[config.mk]
export PLATFORM = sky130hd
export DESIGN_NAME = scalar_kalman_filter_flat
export DESIGN_NICKNAME = d
export VERILOG_FILES = /design/src/sv/skf_pkg.sv /design/src/sv/skf_if.sv /design/src/sv/skf_cfg_regs.sv /design/src/sv/scalar_kalman_filter.sv /design/src/flat_wrapper.sv
export SDC_FILE = /design/constraint.sdc
export NUM_CORES = 2
export LEC_CHECK = 0
export ABC_AREA = 1
export BUFFER_PORTS_ARGS = -buffer_cell sky130_fd_sc_hd__buf_2
export CAP_MARGIN = 20
export CELL_PAD_IN_SITES_DETAIL_PLACEMENT = 1
export CELL_PAD_IN_SITES_GLOBAL_PLACEMENT = 1
export CORE_ASPECT_RATIO = 1.5
export CORE_MARGIN = 1.5
export CORE_UTILIZATION = 53
export CTS_CLUSTER_SIZE = 14
export DETAILED_ROUTE_END_ITERATION = 8
export PLACE_DENSITY = 0.93
export SLEW_MARGIN = 30
export SYNTH_ARGS = -nofsm -noshare
export SYNTH_HDL_FRONTEND = slang
export SYNTH_HIERARCHICAL = 1
export SYNTH_SLANG_ARGS = --single-unit
[constraint.sdc]
create_clock -name clk -period 17.85 [get_ports clk]
set_input_delay 1.785 -clock clk [delete_from_list [all_inputs] [get_ports clk]]
set_output_delay 1.785 -clock clk [all_outputs]
set_load 0.02 [all_outputs]
[src/sv/skf_pkg.sv]
// ----------------------------------------------------------------------------
// skf_pkg - scalar Kalman filter package
// Widths, reset values, register indexes, sequencer states and shared types.
// ----------------------------------------------------------------------------
package skf_pkg;

    localparam int WORD_W    = 32;
    localparam int GAIN_W    = 16;
    localparam int FRAC_W    = 16;
    localparam int CFG_IDX_W = 8;
    localparam int DIV_STEPS = GAIN_W;
    localparam int CNT_W     = $clog2(DIV_STEPS);

    localparam logic [WORD_W-1:0] Q_RESET   = 32'd107020;
    localparam logic [WORD_W-1:0] R_RESET   = 32'd65536;
    localparam logic [WORD_W-1:0] VAR_RESET = 32'd65536;
    localparam logic [GAIN_W-1:0] GAIN_MAX  = 16'hFFFF;
    localparam logic [GAIN_W:0]   GAIN_ONE  = 17'h10000;

    localparam logic [CFG_IDX_W-1:0] REG_PROCESS_NOISE     = 8'd0;
    localparam logic [CFG_IDX_W-1:0] REG_MEASUREMENT_NOISE = 8'd1;

    typedef enum logic [2:0] {
        S_IDLE,
        S_PREDICT,
        S_SETUP,
        S_DIVIDE,
        S_MUL_EST,
        S_MUL_VAR,
        S_VAR,
        S_DONE
    } skf_state_t;

    typedef struct packed {
        logic [WORD_W-1:0] process_noise;
        logic [WORD_W-1:0] measurement_noise;
    } skf_cfg_t;

endpackage

[src/sv/skf_if.sv]
// ----------------------------------------------------------------------------
// skf_if - scalar Kalman filter channel interfaces
// Valid/ready channels for samples, estimates and register writes.
// ----------------------------------------------------------------------------
interface skf_sample_if;
    logic                                valid;
    logic                                ready;
    logic signed [skf_pkg::WORD_W-1:0]   sample;

    modport source (output valid, output sample, input ready);
    modport sink   (input valid, input sample, output ready);
endinterface

interface skf_estimate_if;
    logic                                valid;
    logic                                ready;
    logic signed [skf_pkg::WORD_W-1:0]   estimate;

    modport source (output valid, output estimate, input ready);
    modport sink   (input valid, input estimate, output ready);
endinterface

interface skf_cfg_if;
    logic                                valid;
    logic                                ready;
    logic [skf_pkg::CFG_IDX_W-1:0]       index;
    logic [skf_pkg::WORD_W-1:0]          data;

    modport source (output valid, output index, output data, input ready);
    modport sink   (input valid, input index, input data, output ready);
endinterface

[src/sv/skf_cfg_regs.sv]
// ----------------------------------------------------------------------------
// skf_cfg_regs - noise register bank
// Holds process and measurement noise; writes beyond the list are dropped.
// ----------------------------------------------------------------------------
module skf_cfg_regs (
    input  logic              clk,
    input  logic              rst_n,
    skf_cfg_if.sink           cfg,
    output skf_pkg::skf_cfg_t regs
);

    logic [skf_pkg::WORD_W-1:0] q_reg, q_next;
    logic [skf_pkg::WORD_W-1:0] r_reg, r_next;

    assign cfg.ready = 1'b1;

    always_comb
    begin
        q_next = q_reg;
        r_next = r_reg;
        if (cfg.valid)
        begin
            if (cfg.index == skf_pkg::REG_PROCESS_NOISE)
                q_next = cfg.data;
            else if (cfg.index == skf_pkg::REG_MEASUREMENT_NOISE)
                r_next = cfg.data;
        end
    end

    always_ff @(posedge clk or negedge rst_n)
    begin
        if (!rst_n)
        begin
            q_reg <= skf_pkg::Q_RESET;
            r_reg <= skf_pkg::R_RESET;
        end
        else
        begin
            q_reg <= q_next;
            r_reg <= r_next;
        end
    end

    assign regs.process_noise     = q_reg;
    assign regs.measurement_noise = r_reg;

endmodule

[src/sv/scalar_kalman_filter.sv]
// ----------------------------------------------------------------------------
// scalar_kalman_filter - one-dimensional Kalman filter, Q16.16
// Sequencer over a restoring divider step and one shared multiplier.
// ----------------------------------------------------------------------------
//  channel    dir  payload            transaction
//  cfg        in   index[7:0], data   register write, always ready
//  samples    in   sample (s32)       one altitude sample
//  estimates  out  estimate (s32)     one filtered estimate per sample
//
//  First sample after reset: accept, then output load.
//  Later samples: accept, predict, setup, 16 divider steps, two multiplies,
//  variance write, output load.
//  Zero measurement noise skips the divider steps.
//  samples.ready is high only while the sequencer is idle.
//  A waiting estimate is held in its register; the sequencer stalls at the
//  output load until that register is free.
// ----------------------------------------------------------------------------
module scalar_kalman_filter (
    input  logic            clk,
    input  logic            rst_n,
    skf_cfg_if.sink         cfg,
    skf_sample_if.sink      samples,
    skf_estimate_if.source  estimates
);

    localparam int W = skf_pkg::WORD_W;
    localparam int G = skf_pkg::GAIN_W;
    localparam int F = skf_pkg::FRAC_W;

    skf_pkg::skf_cfg_t   regs;
    skf_pkg::skf_state_t state_reg, state_next;

    logic                       first_reg, first_next;
    logic signed [W-1:0]        est_reg, est_next;
    logic [W-1:0]               var_reg, var_next;
    logic signed [W-1:0]        sample_reg;
    logic [W-1:0]               p_reg;
    logic signed [W:0]          diff_reg;
    logic [W:0]                 denom_reg;
    logic [W:0]                 rem_reg, rem_next;
    logic [G-1:0]               g_reg, g_next;
    logic [skf_pkg::CNT_W-1:0]  cnt_reg;
    logic signed [51:0]         prod_reg;
    logic                       out_valid_reg, out_valid_next;
    logic signed [W-1:0]        out_est_reg;

    logic                       in_ready;
    logic                       take_in;
    logic                       out_free;
    logic                       load_out;
    logic [W:0]                 p_sum;
    logic [W+1:0]               rem_sh;
    logic                       rem_ge;
    logic signed [33:0]         mul_a;
    logic signed [17:0]         mul_b;
    logic signed [51:0]         mul_p;
    logic signed [W:0]          step;
    logic signed [W+1:0]        est_sum;
    logic signed [W-1:0]        est_sat;

    skf_cfg_regs u_cfg_regs (
        .clk   (clk),
        .rst_n (rst_n),
        .cfg   (cfg),
        .regs  (regs)
    );

    assign take_in  = samples.valid && in_ready;
    assign out_free = !out_valid_reg || estimates.ready;

    // next state
    always_comb
    begin
        state_next = state_reg;
        unique case (state_reg)
            skf_pkg::S_IDLE:
                if (take_in)
                    state_next = first_reg ? skf_pkg::S_DONE : skf_pkg::S_PREDICT;
            skf_pkg::S_PREDICT: state_next = skf_pkg::S_SETUP;
            skf_pkg::S_SETUP:
                state_next = (regs.measurement_noise == '0) ? skf_pkg::S_MUL_EST
                                                             : skf_pkg::S_DIVIDE;
            skf_pkg::S_DIVIDE:
                if (cnt_reg == skf_pkg::CNT_W'(skf_pkg::DIV_STEPS - 1))
                    state_next = skf_pkg::S_MUL_EST;
            skf_pkg::S_MUL_EST: state_next = skf_pkg::S_MUL_VAR;
            skf_pkg::S_MUL_VAR: state_next = skf_pkg::S_VAR;
            skf_pkg::S_VAR:     state_next = skf_pkg::S_DONE;
            skf_pkg::S_DONE:
                if (out_free)
                    state_next = skf_pkg::S_IDLE;
            default:            state_next = skf_pkg::S_IDLE;
        endcase
    end

    // sequencer outputs
    always_comb
    begin
        in_ready = 1'b0;
        load_out = 1'b0;
        unique case (state_reg)
            skf_pkg::S_IDLE:  in_ready = 1'b1;
            skf_pkg::S_DONE:  load_out = out_free;
            default: ;
        endcase
    end

    assign samples.ready = in_ready;

    // divider step
    assign p_sum  = {1'b0, var_reg} + {1'b0, regs.process_noise};
    assign rem_sh = {rem_reg, 1'b0};
    assign rem_ge = rem_sh >= {1'b0, denom_reg};

    // shared multiplier
    always_comb
    begin
        mul_a = '0;
        mul_b = '0;
        unique case (state_reg)
            skf_pkg::S_MUL_EST:
            begin
                mul_a = 34'(diff_reg);
                mul_b = $signed({2'b00, g_reg});
            end
            skf_pkg::S_MUL_VAR:
            begin
                mul_a = $signed({2'b00, p_reg});
                mul_b = $signed({1'b0, skf_pkg::GAIN_ONE - {1'b0, g_reg}});
            end
            default: ;
        endcase
    end

    assign mul_p = mul_a * mul_b;

    // estimate update with saturation
    assign step    = prod_reg[48:F];
    assign est_sum = 34'(est_reg) + 34'(step);
    always_comb
    begin
        if (est_sum[W+1:W-1] == 3'b000 || est_sum[W+1:W-1] == 3'b111)
            est_sat = est_sum[W-1:0];
        else if (!est_sum[W+1])
            est_sat = {1'b0, {(W-1){1'b1}}};
        else
            est_sat = {1'b1, {(W-1){1'b0}}};
    end

    always_comb
    begin
        first_next = first_reg;
        est_next   = est_reg;
        var_next   = var_reg;
        rem_next   = rem_reg;
        g_next     = g_reg;
        unique case (state_reg)
            skf_pkg::S_IDLE:
                if (take_in && first_reg)
                begin
                    est_next   = samples.sample;
                    first_next = 1'b0;
                end
            skf_pkg::S_SETUP:
            begin
                rem_next = {1'b0, p_reg};
                if (regs.measurement_noise == '0)
                    g_next = (p_reg == '0) ? '0 : skf_pkg::GAIN_MAX;
                else
                    g_next = '0;
            end
            skf_pkg::S_DIVIDE:
            begin
                rem_next = rem_ge ? (W+1)'(rem_sh - {1'b0, denom_reg}) : rem_sh[W:0];
                g_next   = {g_reg[G-2:0], rem_ge};
            end
            skf_pkg::S_MUL_VAR: est_next = est_sat;
            skf_pkg::S_VAR:     var_next = prod_reg[47:F];
            default: ;
        endcase
    end

    always_comb
    begin
        out_valid_next = out_valid_reg;
        if (estimates.ready)
            out_valid_next = 1'b0;
        if (load_out)
            out_valid_next = 1'b1;
    end

    always_ff @(posedge clk or negedge rst_n)
    begin
        if (!rst_n)
        begin
            state_reg     <= skf_pkg::S_IDLE;
            first_reg     <= 1'b1;
            est_reg       <= '0;
            var_reg       <= skf_pkg::VAR_RESET;
            out_valid_reg <= 1'b0;
        end
        else
        begin
            state_reg     <= state_next;
            first_reg     <= first_next;
            est_reg       <= est_next;
            var_reg       <= var_next;
            out_valid_reg <= out_valid_next;
        end
    end

    always_ff @(posedge clk)
    begin
        rem_reg  <= rem_next;
        g_reg    <= g_next;
        prod_reg <= mul_p;
        if (take_in)
            sample_reg <= samples.sample;
        if (state_reg == skf_pkg::S_PREDICT)
        begin
            p_reg    <= p_sum[W] ? {W{1'b1}} : p_sum[W-1:0];
            diff_reg <= 33'(sample_reg) - 33'(est_reg);
        end
        if (state_reg == skf_pkg::S_SETUP)
        begin
            denom_reg <= {1'b0, p_reg} + {1'b0, regs.measurement_noise};
            cnt_reg   <= '0;
        end
        else if (state_reg == skf_pkg::S_DIVIDE)
            cnt_reg <= cnt_reg + 1'b1;
        if (load_out)
            out_est_reg <= est_reg;
    end

    assign estimates.valid    = out_valid_reg;
    assign estimates.estimate = out_est_reg;

    a_first_taken: assert property (@(posedge clk) disable iff (!rst_n)
        (take_in && first_reg) |=> (est_reg == $past(samples.sample)))
        else $error("first sample not taken as estimate");

    a_var_bounded: assert property (@(posedge clk) disable iff (!rst_n)
        (state_reg == skf_pkg::S_VAR) |=> (var_reg <= $past(p_reg)))
        else $error("variance exceeds predicted variance");

    a_first_sticky: assert property (@(posedge clk) disable iff (!rst_n)
        !first_reg |=> !first_reg)
        else $error("first-sample flag set again");

    a_no_overwrite: assert property (@(posedge clk) disable iff (!rst_n)
        (out_valid_reg && !estimates.ready) |=> (out_valid_reg && $stable(out_est_reg)))
        else $error("pending estimate overwritten");

endmodule

[src/flat_wrapper.sv]
// flat-port wrapper written by rule: the top's interface ports become plain ports
module scalar_kalman_filter_flat 
  (clk, rst_n, cfg_valid, cfg_index, cfg_data, cfg_ready, samples_valid, samples_sample, samples_ready, estimates_valid, estimates_estimate, estimates_ready);
  skf_cfg_if cfg_i ();
  skf_sample_if samples_i ();
  skf_estimate_if estimates_i ();
  input  logic clk;
  input  logic rst_n;
  input wire logic [$bits(cfg_i.valid)-1:0] cfg_valid;
  input wire logic [$bits(cfg_i.index)-1:0] cfg_index;
  input wire logic [$bits(cfg_i.data)-1:0] cfg_data;
  output wire logic [$bits(cfg_i.ready)-1:0] cfg_ready;
  input wire logic [$bits(samples_i.valid)-1:0] samples_valid;
  input wire logic [$bits(samples_i.sample)-1:0] samples_sample;
  output wire logic [$bits(samples_i.ready)-1:0] samples_ready;
  output wire logic [$bits(estimates_i.valid)-1:0] estimates_valid;
  output wire logic [$bits(estimates_i.estimate)-1:0] estimates_estimate;
  input wire logic [$bits(estimates_i.ready)-1:0] estimates_ready;
  assign cfg_i.valid = cfg_valid;
  assign cfg_i.index = cfg_index;
  assign cfg_i.data = cfg_data;
  assign cfg_ready = cfg_i.ready;
  assign samples_i.valid = samples_valid;
  assign samples_i.sample = samples_sample;
  assign samples_ready = samples_i.ready;
  assign estimates_valid = estimates_i.valid;
  assign estimates_estimate = estimates_i.estimate;
  assign estimates_i.ready = estimates_ready;
  scalar_kalman_filter u_core (.clk(clk), .rst_n(rst_n), .cfg(cfg_i), .samples(samples_i), .estimates(estimates_i));
endmodule
==> summary.md <==
| Metric | Value |
|---|---|
| Count of endpoints failing setup in the final report | `0` |
| Mean routed wirelength per cell | `25.9 um` |
| Most prevalent standard cell on the critical path | `inv_1` |
| Power per cell area | `206 mW/mm2` |
| Maximum fanout along the worst path | `34` |
| Clock insertion delay at the later pin of the skew report | `approximately 0.63 ns` |
| Starting DRC count in detailed routing | `around 2800` |
| Proportion of layout cells with a drive suffix above 1 | `6.64%` |
| Final routed DRC violation total | `0` |
| Clock root cell | `clkbuf_16` |
| Max-slew headroom at the worst pin | `26.5%` |
| Number of nets in the synthesized netlist | `around 6500` |
| Global placement routability congestion | `1.01` |
| Count of different cell masters after synthesis | `65` |
| Class of the worst hold path | `reg2reg` |
| Placed instance area | `about 0.046 mm2` |
| Crit end category | `register` |
| Data required time at the worst endpoint | `18.33 ns` |
| Transition at the pin with the smallest max-transition slack | `approximately 1.1 ns` |
| First drt pass iteration count | `6` |
| Ratio of routed vias to standard cells | `5.92` |
| Dpl hpwl | `about 140000 um` |
| Share of synthesized registers carrying an async set or reset | `34.9%` |
| Die boundary width | `241 um` |
| CP max stage delay | `0.69 ns` |
| Non-filler cells, final | `6843` |
| CP max-delay cell | `o22ai_2` |
| Quantity of gates resized following cts | `0` |
| Post-CTS Setup Bufs | `0` |
| Net count reported at finish | `6563` |
| Overflow left after global routing | `0` |
| Kind of critical path | `reg2reg` |
| Number of hold-repair buffers added at the cts stage | `0` |
| Worst Path Buf+Inv | `10` |
| Total non-filler cell area in the finished layout | `0.0480 mm2` |
| Global router's overall resource usage | `41.8%` |
| Number of antenna violations at the first check in global routing | `5` |
| Antenna Nets Post-Route | `0` |
| Ratio of final minimum period to clock period | `approximately half` |
| Port-buffer cells | `110` |
| Startpoint class of the critical path | `register` |
| Dominant synthesized flop cell | `edfxtp_1` |
| Core occupancy in the finished layout | `57.2%` |
| Maximum vdd drop | `0.156 mV` |
| First-pass GRT wire length | `270000 um` |
| Number of warnings issued by yosys | `6` |
| Vertical extent of the die | `360 um` |
| Floorplan Core Area | `around 0.084 mm2` |
| Setup skew after layout | `0.0392 ns` |
| Synth Register Bits | `381` |
| Maximum number of pins on one net before global-route repair | `77` |
| Worst hold path stage count | `2` |
| Max H-tree Level | `2` |
| FMAX | `between 0.1 and 0.15 GHz` |
| Unrepaired setup endpoints after global routing | `no` |
| Synthesized area per cell | `between 7 and 8 um2` |
| TritonCTS clock tree | `built` |
| Total Power | `9870 uW` |
| Data arrival at the endpoint of the critical path | `9.39 ns` |
| Run status | `finished, final reports clean` |
| Share of synthesized area occupied by flip-flops and latches | `23.2%` |
| Share of the synthesized area in the top cell type | `23.5%` |
| Ranking of synthesized cells by area | `fa_1, edfxtp_1, nand2_1` |
| Critical path depth | `28` |
| CTS max path bufs | `3` |
| Number of buffers added by the clock tree synthesis step | `44` |
| Cell family contributing the most delay on the critical path | `adder cells` |
| TritonCTS sink count | `381` |
| Post-synthesis instance area | `0.0450 mm2` |
| Static Leakage | `0.0238 uW` |
| Leading cell types by count after synthesis | `nand2_1, inv_1, nor2_1, fa_1, ha_1` |
| Maximum capacitance violations | `0` |
| # placed instances | `6759` |
| Setup TNS Final | `0 ns` |
| Floorplan die area | `0.0867 mm2` |
| Dominant cell type by area after synthesis | `fa_1` |
| EDFF count, synth | `211` |
| Vias post-DR | `40501` |
| Clock slew seen by the registers of the worst setup and hold paths | `0.06 ns` |
| R2r setup slk | `8.94 ns` |
| Length in cells of the worst reg-to-reg path | `28` |
| Hold Violations, Final | `0` |
| Number of top-level pins | `112` |
| Post-layout min period | `8.91 ns` |
| Initial Util | `between 50% and 60%` |
| WL final | `around 180000 um` |
| Most instantiated library cell after synthesis | `nand2_1` |
| Post-synthesis cell count | `approximately 5600` |
| Number of max-slew violations in the final report | `0` |
| Synth-to-layout area growth | `6.75%` |
| Filler cell count in the final layout | `10475` |
| Placement row count | `130` |
| Vias in the first global route | `46007` |
[per-stage QoR]
stage,setup slack [ns],hold WS [ns]
finish,8.94,0.463
global route,8.61,0.487
CTS,9.07,0.461
detailed placement,9.09,0.457
global placement,9.26,0.439
floorplan,11.53,0.431
[area by class of cell]
class	instances	area (um2)	share of cell area, %
well taps	1122	1400	2.92
repair buffers	143	865	1.80
clock buffers	62	1330	2.78
clock inverters	20	269	0.560
inverters	1138	4280	8.90
multi-input cells	3975	29400	61.3
flip-flops and latches	381	10400	21.7
diodes	2	5.00	0.0104
[per-layer routing]
layer	up-vias	wire length, um	global-route usage [%]
li1	17569	-	-
met1	20282	61000	44.7
met2	1826	86700	70.9
met3	818	10800	6.56
met4	6	18800	36.8
met5	-	36	0
[report_power, final]
group | total (uW) | switching (uW) | internal, uW
combinational | 7260 | 5030 | 2230
clock | 998 | 412 | 586
sequential | 1610 | 293 | 1320
[worst min-delay path: cells and delay by family (launching register included)]
kind	cells	cell delay, ns
buffers and inverters	1	0.04
flip-flops	1	0.37
AND/OR/NAND/NOR	1	0.06
[cells in the final DEF (no fill, tap or decap), drive strengths merged, types with 26 or more instances in the layout]
cell,synthesis,layout
xnor2,61,61
a21oi,231,231
nand2,1419,1419
ha,276,276
o22ai,33,33
buf,106,143
edfxtp,211,211
o21a,46,46
inv,1137,1139
xor2,89,89
nor2,557,557
mux2,31,31
clkbuf,40,62
dfrtp,124,124
fa,527,527
nand3b,43,43
nor4,39,39
a21o,26,26
o21ai,152,152
o21bai,30,30
nand3,253,253
nor3,36,36
nand4,44,44
dfxtp,37,37
[path summary, 6_finish.rpt]
kind | from | endpoint
max | u_core/state_reg[1] | u_core/prod_reg[32]
min | u_core/first_reg | u_core/first_reg
max reg2reg | u_core/state_reg[1] | u_core/prod_reg[32]
min reg2reg | u_core/first_reg | u_core/first_reg
max in group asynchronous | rst_n | u_core/u_cfg_regs/r_reg[24]
min in group asynchronous | rst_n | u_core/est_reg[3]
[logic make-up (layout without fill, tap and decap cells)]
| family | after synthesis | in the layout | share of synthesized area, % |
|---|---|---|---|
| AOI/OAI and AO/OA | 580 | 580 | 8.25 |
| xor gates and xnor gates | 150 | 150 | 2.92 |
| adders and majority gates | 803 | 803 | 31.1 |
| buffers and inverters | 1284 | 1363 | 11.5 |
| DFF | 381 | 381 | 23.2 |
| muxes | 31 | 31 | 0.776 |
| other | 1 | 3 | 0.00834 |
| and+or+nand+nor | 2410 | 2410 | 22.2 |
Power figures use the tool's default switching activity.
